[config.mk]
export PLATFORM = sky130hd
export DESIGN_NAME = rainbow_led_pulse_encoder
export DESIGN_NICKNAME = d
export VERILOG_FILES = /design/src/hdl/rlpe_pkg.sv /design/src/hdl/rainbow_led_pulse_encoder.sv
export SDC_FILE = /design/constraint.sdc
export NUM_CORES = 2
export LEC_CHECK = 0
export ABC_AREA = 1
export BUFFER_PORTS_ARGS = -buffer_cell sky130_fd_sc_hd__buf_4
export CAP_MARGIN = 10
export CORE_MARGIN = 2
export CORE_UTILIZATION = 59
export DETAILED_ROUTE_END_ITERATION = 7
export HOLD_SLACK_MARGIN = 0.02
export PLACE_DENSITY = 0.76
export SETUP_SLACK_MARGIN = 0.2
export SLEW_MARGIN = 20
export SYNTH_ARGS = -nofsm -noshare
export SYNTH_HDL_FRONTEND = slang
export SYNTH_SLANG_ARGS = --single-unit
[constraint.sdc]
create_clock -name i_clk -period 8.06 [get_ports i_clk]
set_input_delay 0 -clock i_clk [delete_from_list [all_inputs] [get_ports i_clk]]
set_output_delay 0 -clock i_clk [all_outputs]
set_load 0.1 [all_outputs]
[src/hdl/rlpe_pkg.sv]
// ============================================================================
// rlpe_pkg
// Shared types and constants for the rainbow LED pulse encoder.
// ============================================================================
package rlpe_pkg;

    // Rainbow period in ms, one full hue turn
    localparam int RAINBOW_PERIOD_MS = 12000;

    // Period as a signal-width constant
    localparam logic [15:0] PERIOD = 16'(RAINBOW_PERIOD_MS);

    // Bits needed for a remainder below the period
    localparam int PW  = $clog2(RAINBOW_PERIOD_MS);
    // Remainder before its single correction (below twice the period)
    localparam int RAW = PW + 1;
    // Width of remainder * 360
    localparam int XW  = PW + 9;
    // Reciprocal shift and width of the quotient estimate of t / period
    localparam int K   = 31 + PW;
    localparam int QAW = 33 - PW;

    // floor(2^K / period): estimate is exact or one low for any 32-bit dividend
    localparam logic [63:0] RECIP_P_W = (64'd1 << K) / 64'(RAINBOW_PERIOD_MS);
    localparam logic [31:0] RECIP_P   = RECIP_P_W[31:0];

    // Period at remainder width, for the correction compare
    localparam logic [RAW-1:0] PER_R = RAW'(RAINBOW_PERIOD_MS);

    // Hue constants
    localparam logic [9:0]  DEG_FULL   = 10'd360;
    localparam logic [8:0]  DEG_SECTOR = 9'd60;

    // ceil(2^28 / 360): exact quotient for any 17-bit dividend
    localparam logic [19:0] RECIP_360  = 20'd745655;
    // ceil(2^20 / 60): exact quotient for any 14-bit dividend
    localparam logic [14:0] RECIP_60   = 15'd17477;

    // Words per LED and idle word
    localparam logic [4:0]  BITS_PER_LED = 5'd24;
    localparam logic [4:0]  WORDS_FRAME  = 5'd26;
    localparam logic [15:0] IDLE_WORD    = 16'h8000;
    localparam logic        POLARITY     = 1'b1;

    // Register indexes
    localparam logic [1:0] REG_BRIGHTNESS = 2'd0;
    localparam logic [1:0] REG_HUE_STEP   = 2'd1;
    localparam logic [1:0] REG_ONE_HIGH   = 2'd2;
    localparam logic [1:0] REG_ZERO_HIGH  = 2'd3;

    // Reset values
    localparam logic [7:0]  RST_BRIGHTNESS = 8'd30;
    localparam logic [8:0]  RST_HUE_STEP   = 9'd40;
    localparam logic [14:0] RST_ONE_HIGH   = 15'd13;
    localparam logic [14:0] RST_ZERO_HIGH  = 15'd6;

    // Hue sectors of the HSV wheel
    typedef enum logic [2:0] {
        SEC_R_TO_Y = 3'd0,
        SEC_Y_TO_G = 3'd1,
        SEC_G_TO_C = 3'd2,
        SEC_C_TO_B = 3'd3,
        SEC_B_TO_M = 3'd4,
        SEC_M_TO_R = 3'd5
    } t_sector;

    // One LED request
    typedef struct packed {
        logic [31:0] frame_time_ms;
        logic [7:0]  led_position;
        logic        last_led;
    } t_led_req;

    // One PWM sequence word
    typedef struct packed {
        logic [15:0] pwm_word;
        logic        last;
    } t_pwm_out;

endpackage

[src/hdl/rainbow_led_pulse_encoder.sv]
// ============================================================================
// rainbow_led_pulse_encoder
// Per-LED rainbow hue to GRB color to PWM sequence words, one word a cycle.
// ============================================================================
// An item is taken when start is high and busy is low. The hue and color math
// runs through a ten-stage pipeline, then the item is loaded into the word
// serializer. Words come out one per cycle on o_strobe: 24 per LED, 26 when
// last_led is set (two idle words follow). The serializer takes a new item
// only as it sends the last word of its current item, with no gaps between
// items while requests keep coming. Up to ten items may wait in the pipeline;
// busy rises when it is full and no item leaves it. Results cannot be held
// off: each word is valid for exactly one cycle.
module rainbow_led_pulse_encoder (
    input  logic                     i_clk,
    input  logic                     i_rst_n,
    // Item command channel
    input  logic                     start,
    input  rlpe_pkg::t_led_req       i_req,
    output logic                     busy,
    // Result channel
    output logic                     o_strobe,
    output rlpe_pkg::t_pwm_out       o_result,
    // Configuration port
    input  logic                     psel,
    input  logic                     penable,
    input  logic                     pwrite,
    input  logic [3:0]               paddr,
    input  logic [31:0]              pwdata,
    output logic [31:0]              prdata,
    output logic                     pready
);

    localparam int NST = 10;

    // ------------------------------------------------------------------
    // Configuration registers
    // ------------------------------------------------------------------
    logic [7:0]  r_brightness;
    logic [8:0]  r_hue_step;
    logic [14:0] r_one_high;
    logic [14:0] r_zero_high;
    logic        cfg_wr;
    logic [1:0]  cfg_idx;

    assign pready  = 1'b1;
    assign cfg_wr  = psel & penable & pwrite;
    assign cfg_idx = paddr[3:2];

    always_ff @(posedge i_clk) begin
        if (!i_rst_n) begin
            r_brightness <= rlpe_pkg::RST_BRIGHTNESS;
            r_hue_step   <= rlpe_pkg::RST_HUE_STEP;
            r_one_high   <= rlpe_pkg::RST_ONE_HIGH;
            r_zero_high  <= rlpe_pkg::RST_ZERO_HIGH;
        end else if (cfg_wr) begin
            unique case (cfg_idx)
                rlpe_pkg::REG_BRIGHTNESS: r_brightness <= pwdata[7:0];
                rlpe_pkg::REG_HUE_STEP:   r_hue_step   <= pwdata[8:0];
                rlpe_pkg::REG_ONE_HIGH:   r_one_high   <= pwdata[14:0];
                rlpe_pkg::REG_ZERO_HIGH:  r_zero_high  <= pwdata[14:0];
                default: ;
            endcase
        end
    end

    // Read mux
    always_comb begin
        unique case (cfg_idx)
            rlpe_pkg::REG_BRIGHTNESS: prdata = {24'd0, r_brightness};
            rlpe_pkg::REG_HUE_STEP:   prdata = {23'd0, r_hue_step};
            rlpe_pkg::REG_ONE_HIGH:   prdata = {17'd0, r_one_high};
            rlpe_pkg::REG_ZERO_HIGH:  prdata = {17'd0, r_zero_high};
            default:                  prdata = 32'd0;
        endcase
    end

    // ------------------------------------------------------------------
    // Pipeline flow control
    // ------------------------------------------------------------------
    logic [1:NST] r_vld;
    logic [1:NST] adv;      // stage k may hand its item on
    logic         in_take;
    logic         ser_load;

    always_comb begin
        adv[NST] = ser_load;
        for (int k = NST - 1; k >= 1; k--) begin
            adv[k] = !r_vld[k + 1] || adv[k + 1];
        end
    end

    assign busy    = r_vld[1] && !adv[1];
    assign in_take = !busy;

    always_ff @(posedge i_clk) begin
        if (!i_rst_n) begin
            r_vld <= '0;
        end else begin
            if (in_take) begin
                r_vld[1] <= start;
            end
            for (int k = 1; k < NST; k++) begin
                if (adv[k]) begin
                    r_vld[k + 1] <= r_vld[k];
                end
            end
        end
    end

    // last_led flag travels with each item
    logic [1:NST] r_lst;

    always_ff @(posedge i_clk) begin
        if (in_take) begin
            r_lst[1] <= i_req.last_led;
        end
        for (int k = 1; k < NST; k++) begin
            if (adv[k]) begin
                r_lst[k + 1] <= r_lst[k];
            end
        end
    end

    // ------------------------------------------------------------------
    // Datapath stage registers
    // ------------------------------------------------------------------
    logic [31:0]                r_t1;
    logic [7:0]                 r_pos1;
    logic [rlpe_pkg::QAW-1:0]   r_qa2;
    logic [31:0]                r_t2;
    logic [16:0]                r_y2;
    logic [rlpe_pkg::RAW-1:0]   r_ra3;
    logic [8:0]                 r_qh3;
    logic [16:0]                r_y3;
    logic [rlpe_pkg::XW-1:0]    r_x4;
    logic [8:0]                 r_rh4;
    logic [8:0]                 r_qb5;
    logic [rlpe_pkg::XW-1:0]    r_x5;
    logic [8:0]                 r_rh5;
    logic [rlpe_pkg::RAW-1:0]   r_rb6;
    logic [8:0]                 r_qb6;
    logic [8:0]                 r_rh6;
    logic [8:0]                 r_hue7;
    rlpe_pkg::t_sector          r_sec8;
    logic [5:0]                 r_rem8;
    rlpe_pkg::t_sector          r_sec9;
    logic [13:0]                r_rise9;
    logic [13:0]                r_fall9;
    rlpe_pkg::t_sector          r_sec10;
    logic [7:0]                 r_rise10;
    logic [7:0]                 r_fall10;

    // Next values
    logic [63:0]                prod_ta;
    logic [rlpe_pkg::QAW-1:0]   n_qa;
    logic [16:0]                n_y;
    logic [31:0]                ta_full;
    logic [rlpe_pkg::RAW-1:0]   n_ra;
    logic [36:0]                prod_yh;
    logic [8:0]                 n_qh;
    logic [rlpe_pkg::PW-1:0]    ra_fix;
    logic [rlpe_pkg::XW-1:0]    n_x;
    logic [16:0]                yh_full;
    logic [8:0]                 n_rh;
    logic [rlpe_pkg::XW+31:0]   prod_xb;
    logic [8:0]                 n_qb;
    logic [rlpe_pkg::XW-1:0]    xb_full;
    logic [rlpe_pkg::RAW-1:0]   n_rb;
    logic [9:0]                 base;
    logic [9:0]                 hue_sum;
    logic [8:0]                 n_hue;
    logic [2:0]                 sec_cnt;
    rlpe_pkg::t_sector          n_sec;
    logic [5:0]                 n_rem;
    logic [5:0]                 rem_c;
    logic [13:0]                n_rise9;
    logic [13:0]                n_fall9;
    logic [28:0]                prod_r;
    logic [28:0]                prod_f;

    // Stage 1 to 2: quotient estimate of t / period, position * hue step
    assign prod_ta = 64'(r_t1) * 64'(rlpe_pkg::RECIP_P);
    assign n_qa    = prod_ta[rlpe_pkg::K +: rlpe_pkg::QAW];
    assign n_y     = 17'(r_pos1) * 17'(r_hue_step);

    // Stage 2 to 3: raw remainder of t, exact quotient of y / 360
    assign ta_full = r_t2 - (32'(r_qa2) * 32'(rlpe_pkg::PERIOD));
    assign n_ra    = ta_full[rlpe_pkg::RAW-1:0];
    assign prod_yh = 37'(r_y2) * 37'(rlpe_pkg::RECIP_360);
    assign n_qh    = prod_yh[36:28];

    // Stage 3 to 4: corrected remainder times 360, y mod 360
    assign ra_fix  = (r_ra3 >= rlpe_pkg::PER_R) ? rlpe_pkg::PW'(r_ra3 - rlpe_pkg::PER_R)
                                                : rlpe_pkg::PW'(r_ra3);
    assign n_x     = rlpe_pkg::XW'(ra_fix) * rlpe_pkg::XW'(rlpe_pkg::DEG_FULL);
    assign yh_full = r_y3 - (17'(r_qh3) * 17'(rlpe_pkg::DEG_FULL));
    assign n_rh    = yh_full[8:0];

    // Stage 4 to 5: quotient estimate of x / period
    assign prod_xb = (rlpe_pkg::XW + 32)'(r_x4) * (rlpe_pkg::XW + 32)'(rlpe_pkg::RECIP_P);
    assign n_qb    = prod_xb[rlpe_pkg::K +: 9];

    // Stage 5 to 6: raw remainder of x
    assign xb_full = r_x5 - (rlpe_pkg::XW'(r_qb5) * rlpe_pkg::XW'(rlpe_pkg::PERIOD));
    assign n_rb    = xb_full[rlpe_pkg::RAW-1:0];

    // Stage 6 to 7: base hue correction, add position offset, wrap at 360
    assign base    = 10'(r_qb6) + ((r_rb6 >= rlpe_pkg::PER_R) ? 10'd1 : 10'd0);
    assign hue_sum = base + 10'(r_rh6);
    assign n_hue   = (hue_sum >= rlpe_pkg::DEG_FULL) ? 9'(hue_sum - rlpe_pkg::DEG_FULL)
                                                     : hue_sum[8:0];

    // Stage 7 to 8: sector and offset within it
    assign sec_cnt = 3'(r_hue7 >= 9'd60)  + 3'(r_hue7 >= 9'd120) + 3'(r_hue7 >= 9'd180)
                   + 3'(r_hue7 >= 9'd240) + 3'(r_hue7 >= 9'd300);
    assign n_sec   = rlpe_pkg::t_sector'(sec_cnt);
    assign n_rem   = 6'(r_hue7 - (9'(sec_cnt) * rlpe_pkg::DEG_SECTOR));

    // Stage 8 to 9: value times rising and falling fractions
    assign rem_c   = 6'(rlpe_pkg::DEG_SECTOR) - r_rem8;
    assign n_rise9 = 14'(r_brightness) * 14'(r_rem8);
    assign n_fall9 = 14'(r_brightness) * 14'(rem_c);

    // Stage 9 to 10: divide by 60
    assign prod_r  = 29'(r_rise9) * 29'(rlpe_pkg::RECIP_60);
    assign prod_f  = 29'(r_fall9) * 29'(rlpe_pkg::RECIP_60);

    always_ff @(posedge i_clk) begin
        if (in_take) begin
            r_t1   <= i_req.frame_time_ms;
            r_pos1 <= i_req.led_position;
        end
        if (adv[1]) begin
            r_qa2 <= n_qa;
            r_t2  <= r_t1;
            r_y2  <= n_y;
        end
        if (adv[2]) begin
            r_ra3 <= n_ra;
            r_qh3 <= n_qh;
            r_y3  <= r_y2;
        end
        if (adv[3]) begin
            r_x4  <= n_x;
            r_rh4 <= n_rh;
        end
        if (adv[4]) begin
            r_qb5 <= n_qb;
            r_x5  <= r_x4;
            r_rh5 <= r_rh4;
        end
        if (adv[5]) begin
            r_rb6 <= n_rb;
            r_qb6 <= r_qb5;
            r_rh6 <= r_rh5;
        end
        if (adv[6]) begin
            r_hue7 <= n_hue;
        end
        if (adv[7]) begin
            r_sec8 <= n_sec;
            r_rem8 <= n_rem;
        end
        if (adv[8]) begin
            r_sec9  <= r_sec8;
            r_rise9 <= n_rise9;
            r_fall9 <= n_fall9;
        end
        if (adv[9]) begin
            r_sec10  <= r_sec9;
            r_rise10 <= prod_r[27:20];
            r_fall10 <= prod_f[27:20];
        end
    end

    // ------------------------------------------------------------------
    // Sector to GRB
    // ------------------------------------------------------------------
    logic [7:0]  col_g;
    logic [7:0]  col_r;
    logic [7:0]  col_b;

    always_comb begin
        col_g = '0;
        col_r = '0;
        col_b = '0;
        unique case (r_sec10)
            rlpe_pkg::SEC_R_TO_Y: begin
                col_r = r_brightness;
                col_g = r_rise10;
            end
            rlpe_pkg::SEC_Y_TO_G: begin
                col_r = r_fall10;
                col_g = r_brightness;
            end
            rlpe_pkg::SEC_G_TO_C: begin
                col_g = r_brightness;
                col_b = r_rise10;
            end
            rlpe_pkg::SEC_C_TO_B: begin
                col_g = r_fall10;
                col_b = r_brightness;
            end
            rlpe_pkg::SEC_B_TO_M: begin
                col_r = r_rise10;
                col_b = r_brightness;
            end
            default: begin
                col_r = r_brightness;
                col_b = r_fall10;
            end
        endcase
    end

    // ------------------------------------------------------------------
    // Word serializer
    // ------------------------------------------------------------------
    logic        r_ser_act;
    logic [23:0] r_grb;
    logic [4:0]  r_cnt;
    logic        r_ser_lst;
    logic        n_ser_act;
    logic [23:0] n_grb;
    logic [4:0]  n_cnt;
    logic        n_ser_lst;
    logic        ser_done;
    logic [4:0]  ser_total;
    logic [15:0] n_word;

    assign ser_total = r_ser_lst ? rlpe_pkg::WORDS_FRAME : rlpe_pkg::BITS_PER_LED;
    assign ser_done  = r_ser_act && (r_cnt == ser_total - 5'd1);
    assign ser_load  = !r_ser_act || ser_done;

    // Word for the current count
    always_comb begin
        if (r_cnt < rlpe_pkg::BITS_PER_LED) begin
            n_word = r_grb[23] ? {rlpe_pkg::POLARITY, r_one_high}
                               : {rlpe_pkg::POLARITY, r_zero_high};
        end else begin
            n_word = rlpe_pkg::IDLE_WORD;
        end
    end

    // Serializer next state
    always_comb begin
        n_ser_act = r_ser_act;
        n_grb     = {r_grb[22:0], 1'b0};
        n_cnt     = r_cnt + 5'd1;
        n_ser_lst = r_ser_lst;
        if (ser_load && r_vld[NST]) begin
            n_ser_act = 1'b1;
            n_grb     = {col_g, col_r, col_b};
            n_cnt     = '0;
            n_ser_lst = r_lst[NST];
        end else if (ser_done) begin
            n_ser_act = 1'b0;
        end
    end

    always_ff @(posedge i_clk) begin
        if (!i_rst_n) begin
            r_ser_act <= 1'b0;
            o_strobe  <= 1'b0;
        end else begin
            r_ser_act <= n_ser_act;
            o_strobe  <= r_ser_act;
        end
    end

    always_ff @(posedge i_clk) begin
        r_grb             <= n_grb;
        r_cnt             <= n_cnt;
        r_ser_lst         <= n_ser_lst;
        o_result.pwm_word <= n_word;
        o_result.last     <= ser_done;
    end

    // ------------------------------------------------------------------
    // Assertions
    // ------------------------------------------------------------------
    // Every active serializer cycle yields exactly one word next cycle
    a_ser_emits: assert property (@(posedge i_clk) disable iff (!i_rst_n)
        r_ser_act |=> o_strobe)
        else $error("serializer active without an output word");

    // Serializer only starts on a valid item from the last stage
    a_load_valid: assert property (@(posedge i_clk) disable iff (!i_rst_n)
        $rose(r_ser_act) |-> $past(r_vld[NST]))
        else $error("serializer started without a pipeline item");

    // Every emitted word carries the polarity bit
    a_polarity: assert property (@(posedge i_clk) disable iff (!i_rst_n)
        o_strobe |-> o_result.pwm_word[15])
        else $error("output word without polarity bit");

    // A taken command always lands in the first stage
    a_take: assert property (@(posedge i_clk) disable iff (!i_rst_n)
        (start && !busy) |=> r_vld[1])
        else $error("accepted item lost at pipeline entry");

    // End-of-item marker only on a real word
    a_last_strobe: assert property (@(posedge i_clk) disable iff (!i_rst_n)
        ser_done |=> (o_strobe && o_result.last))
        else $error("item end marker missing");

endmodule
; Word-level counts from Yosys, hierarchy flattened
; Cells that the tools add are included.
[word_totals]
regBits = 400
latch_bits = 0
ram_bits = 0
romBits = 0
word_cells = 151
memories = 0
[op_classes]
n_addsub = 15
multipliers = 13
n_div = 0
magnitude_cmp = 9
eq_ne = 8
shifts = 0
muxes = 12
bitwise_logic = 2
reduce_logical = 35
[ops]
columns = cell, n
row1 = 32-bit one-hot mux with 4 select lines, 1
row2 = 8-bit one-hot mux with 3 select lines, 3
row3 = "32-bit by 32-bit multiplier with 64-bit output, second input constant", 1
row4 = "14-bit by 15-bit multiplier with 28-bit output, second input constant", 2
row5 = "20-bit by 32-bit multiplier with 51-bit output, second input constant", 1
row6 = "17-bit by 20-bit multiplier with 37-bit output, second input constant", 1
row7 = "15-bit by 14-bit >= comparator with 1-bit output, second input constant", 2
row8 = 15-bit subtractor, 2
row9 = 8-bit by 6-bit multiplier with 14-bit output, 2
row10 = 24-bit two-way mux, 1
row11 = "14-bit by 6-bit multiplier with 20-bit output, second input constant", 1
row12 = "19-bit by 9-bit multiplier with 10-bit output, second input constant", 1
row13 = "9-bit by 8-bit >= comparator with 1-bit output, second input constant", 2
row14 = 8-bit by 9-bit multiplier with 17-bit output, 1
row15 = 15-bit two-way mux, 1
row16 = 14-bit two-way mux, 1
row17 = "14-bit subtractor, second input constant", 1
row18 = 1-bit zero test, 11
row19 = 10-bit by 9-bit adder with 10-bit output, 1
row20 = 9-bit by 1-bit adder with 10-bit output, 1
row21 = "10-bit by 9-bit >= comparator with 1-bit output, second input constant", 1
row22 = 1-bit logical OR, 10
row23 = "9-bit by 9-bit multiplier with 10-bit output, second input constant", 1
row24 = "9-bit by 6-bit >= comparator with 1-bit output, second input constant", 1
row25 = 30 further kinds, 44

; Longest topological paths before layout
[depth]
depth_word = 16
depth_mapped = 27
mapped_depth_nobuf = 27

; Worst setup path after synthesis
; Ideal clock, no wire load.
[synth_timing]
path_kind = register to register
start = register r_t1[14]
end = register r_qa2[9] (netlist bit) (data pin)
setup_ns = 0.256
t_arrival_ns = 6.261
required_time_ns = 7.804
path_slack_ns = 1.543
stages_incl_launch_ff = 27
synth_period_minus_slack_ns = 6.517
path_cell_list = edfxtp_1 > inv_1 > fa_1 > inv_1 > fa_1 > fa_1 > inv_1 > fa_1 > inv_1 > fa_1 > inv_1 > fa_1 > inv_1 > fa_1 > inv_1 > fa_1 > inv_1 > ha_1 > nand2_1 > nor2_1 > inv_1 > nor3_1 > nand4_1 > nand3_1 > nand3_1 > nand4_1 > nand2_1
[synth_via]
elab_chain_len = 1
[synth_rtl]
columns = item, line_no
row1 = start: declaration, rainbow_led_pulse_encoder.sv:127  ; logic [31:0] r_t1;
row2 = start signal: assignment, rainbow_led_pulse_encoder.sv:230  ; r_t1 <= i_req.frame_time_ms;
row3 = 32-bit by 32-bit multiplier with 64-bit output, rainbow_led_pulse_encoder.sv:182  ; assign prod_ta = 64'(r_t1) * 64'(rlpe_pkg::RECIP_P);
row4 = net prod_ta[54], rainbow_led_pulse_encoder.sv:154  ; logic [63:0] prod_ta;
row5 = end signal: assignment, rainbow_led_pulse_encoder.sv:234  ; r_qa2 <= n_qa;
row6 = end: declaration, rainbow_led_pulse_encoder.sv:129  ; logic [rlpe_pkg::QAW-1:0] r_qa2;
; The timed path passes the listed nets, and every way through them passes these cells.
; A chain may end at the register's enable or synchronous reset.

; Final worst setup path
[layout_timing]
start = register r_t1[21]
end = register r_qa2[9] (netlist bit) (data pin)
; Same word-level chain as after synthesis.

==> results_dict.tcl <==
set metrics [dict create \
    crit_path_frequent_cell "fa_1" \
    start_kind "flip-flop" \
    port-buffer-count 96 \
    vias 43780 \
    tightestPinTransition_ns 1.075 \
    top_usage_layer "met2" \
    met3_usage_pct 3.033 \
    arrival_ns 7.50 \
    finalSetupViolations 0 \
    num_io_pins 135 \
    synthAdderAreaFrac_pct 53.10 \
    synth_cell_types 61 \
    grt_setup_unrepaired "false" \
    drc 0 \
    min_period_over_period_pct 88.83 \
    grt_pass1_wl_um 242100 \
    ctsLongestPathBuffers 3 \
    core_area_sq_um 103200 \
    syn_area_per_cell_sq_um 9.340 \
    insertion_delay_ns 0.61 \
    min-delay-start "paddr[3]" \
    finClkSkew_ns 0.02769 \
    reg2reg_to "r_qa2[9]" \
    cts_buffers 43 \
    grt_pass1_vias 46910 \
    dp_hpwl_um 124700 \
    final_nets 8826 \
    holdPathEnd "r_brightness[4]" \
    synth_edf_count 275 \
    antenna_found_initial 0 \
    clock-sinks 379 \
    die_w_um 326.0 \
    use_met1_pct 37.19 \
    clockRootBuffer "clkbuf_16" \
    area_growth_pct 7.383 \
    die_h_um 326.0 \
    critPathKind "reg -> reg" \
    end_kind "flip-flop" \
    r2r_start "r_t1[21]" \
    ff2ff_setup_slack_ns 0.90 \
    place_congestion 0.9868 \
    yosysWarnings 0 \
    tritoncts "yes" \
    clkTransAtPathRegs_ns 0.07 \
    rows 118 \
    synth-compound-area-share_pct 6.199 \
    synthMuxAreaShare_pct 0.01841 \
    synth-seq-cells 379 \
    ctsResizeCount 0 \
    synthArstFlopShare_pct 0 \
    synthFlopType "edfxtp_1" \
    syn_inst 6548 \
    yosysSeqAreaShare_pct 16.91 \
    final_antenna_net_count 0 \
    synthSimpleGateAreaFrac_pct 9.558 \
    hp-class "in -> reg" \
    drv_slew 0 \
    grt_max_degree 50 \
    crit_path_cell_trace "inv_1 > fa_1 > inv_1 > fa_1 > fa_1 > inv_1 > fa_1 > inv_1 > fa_1 > fa_1 > fa_1 > inv_1 > fa_1 > inv_1 > ha_1 > a21oi_1 > o21ai_0 > a21oi_1 > nor2_1 > o21ai_0 > nand2_1 > o21bai_1 > nand2_1" \
    use_met2_pct 49.72 \
    htree_levels 2 \
    die_area_sq_um 106300 \
    grt-ovfl-total 0 \
    min_path_cells 5 \
    drt-wirelength-per-cell_um 18.00 \
    first_pass_iters 8 \
    hold_violations 0 \
    worstPathRequired_ns 8.40 \
    initial_core_util_pct 59.26 \
    fmax_mhz 139.7 \
    maxCapViolations 0 \
    fin_setup_tns_ns 0 \
    synth_xor_area_share_pct 2.461 \
    drive_above_1_share_pct 3.227 \
    drt_iter0_drc 2897 \
    totalWireLength_um 146500 \
    grt_use_total_pct 28.71 \
    critPathSlowestCell "edfxtp_1" \
    outcome "finished, final reports clean" \
    vias_per_cell 5.380 \
    slew-limit-headroom_pct 28.35 \
    syn_area_sq_um 61160 \
    cp_max_fo 10 \
    layout_min_cycle_time_ns 7.160 \
    rr_worst_depth 23 \
    slowest_delay_ns 0.71 \
    synth_top_family_by_area "adder cells" \
]
==> how the worst max path moves through the flow <==
| stage | startpoint | endpoint | slack [ns] | cells past startpoint |
|---|---|---|---|---|
| 2_1_floorplan | r_t1[14] | r_qa2[9] | 1.54 | 26 |
| 4_1_cts | r_t1[26] | r_qa2[6] | 0.93 | 23 |
| 5_1_grt | r_t1[21] | r_qa2[9] | 0.50 | 23 |
| 3_3_place_gp | r_t1[26] | r_qa2[6] | 0.95 | 23 |
| 3_5_place_dp | r_t1[26] | r_qa2[6] | 0.92 | 23 |
| 6_report | r_t1[21] | r_qa2[9] | 0.90 | 23 |
==> cell families after synthesis <==
| group | after synthesis |
|---|---|
| buffers and inverters | 1893 |
| adder cells (fa/ha/maj) | 2019 |
| multiplexers | 1 |
| XOR/XNOR | 171 |
| other | 2 |
| flip-flops | 379 |
| AO/OA/AOI/OAI | 665 |
| AND/OR/NAND/NOR | 1418 |
==> layout make-up <==
class	instances	area, sq um
clock buffers	55	1220
clock inverters	22	264.0
multi-input cells	4293	43720
fillers	8371	37520
inverters	1821	6835
well taps	1380	1727
diodes	1	2.502
flip-flops and latches	379	10340
repair buffers	186	1572
==> registers in the layout, summed over array words and instances (netlist names), 10 cells and up <==
| name | cells |
|---|---|
| r_qa2 | 10 |
| o_result | 16 |
| r_fall9 | 13 |
| r_x4 | 20 |
| r_one_high | 15 |
| r_rb6 | 10 |
| r_t2 | 15 |
| r_grb | 24 |
| r_lst | 10 |
| r_vld | 10 |
| r_rise9 | 14 |
| r_t1 | 32 |
| r_y2 | 17 |
| r_ra3 | 15 |
| r_zero_high | 15 |
| r_x5 | 10 |
==> layer usage <==
metal | routed length, um | vias to the layer above
met2 | 71420 | 1290
met5 | 0 | -
met4 | 6442 | 0
li1 | - | 20660
met3 | 7586 | 316
met1 | 61010 | 21520
==> synthesized netlist by cell type (4+ instances only) <==
cell type     n  area (sq um)
o21a_1        9         67.56
o21ai_2       4         35.03
o21ai_0     212          1061
xor2_1      104         910.9
nand2_1     783          2939
nor2_1      372          1396
nor3_1       46         230.2
or2_2         5         31.28
o221ai_1      4         35.03
o31ai_1       7         52.55
dfxtp_1     104          2082
o22ai_1      21         131.4
nand3_1     127         635.6
o211ai_1     11         82.58
a221oi_1      6         52.55
o21bai_1     19         142.6
xnor2_1      66         578.1
a21boi_0     10         75.07
nand4_1      42         262.8
clkbuf_1     46         172.7
a211oi_1      6         45.04
a22o_1        6         52.55
inv_1      1818          6824
o2111ai_1    11         96.34
edfxtp_1    275          8258
a21oi_1     276          1381
nor4_1       17         106.4
ha_1       1058         13240
nand3b_1      8         60.06
buf_2         6         30.03
a21o_1       28         210.2
fa_1        961         19240
buf_4        19         142.6
a31oi_1      18         112.6
==> what timing repair did <==
action                    4_1_cts  5_1_grt
hold endpoints to repair       90        0
hold buffers                   70        0
setup buffers                   0        0
==> critical path, delay by kind of cell (launching register included) <==
family                     cells  cell delay [ns]
AOI/OAI and AO/OA              5             0.90
adders and majority gates      9             4.51
buffers and inverters          6             0.59
DFF                            1             0.71
and+or+nand+nor                3             0.20
==> cell usage in the layout (no fill, tap or decap), types with 19 or more instances in the layout <==
| master | n |
|---|---|
| a21o_1 | 28 |
| a21oi_1 | 276 |
| buf_4 | 116 |
| clkbuf_16 | 47 |
| conb_1 | 19 |
| dfxtp_1 | 104 |
| dlygate4sd3_1 | 70 |
| edfxtp_1 | 275 |
| fa_1 | 961 |
| ha_1 | 1058 |
| inv_1 | 1819 |
| nand2_1 | 783 |
| nand3_1 | 126 |
| nand4_1 | 42 |
| nor2_1 | 371 |
| nor3_1 | 46 |
| o21ai_0 | 212 |
| o21bai_1 | 19 |
| o22ai_1 | 21 |
| xnor2_1 | 66 |
| xor2_1 | 104 |
==> stage by stage <==
stage	setup WS (ns)	instance area [sq um]	hold slack (ns)	std cells	utilization, %
after floorplan	1.543	61230	0.09887	6565	-
after global placement	0.9547	63490	0.1784	7989	61.52
after detailed placement	0.9229	63490	0.1795	7989	61.52
after CTS	0.9308	65670	0.04280	8136	63.63
after global routing	0.4954	65670	0.1030	8136	63.64
final	0.8999	65680	0.08254	8137	63.64
Power is left out: the tool's default activity adds up to more than one toggle a clock period on the data nets, which glitch-free logic cannot reach.
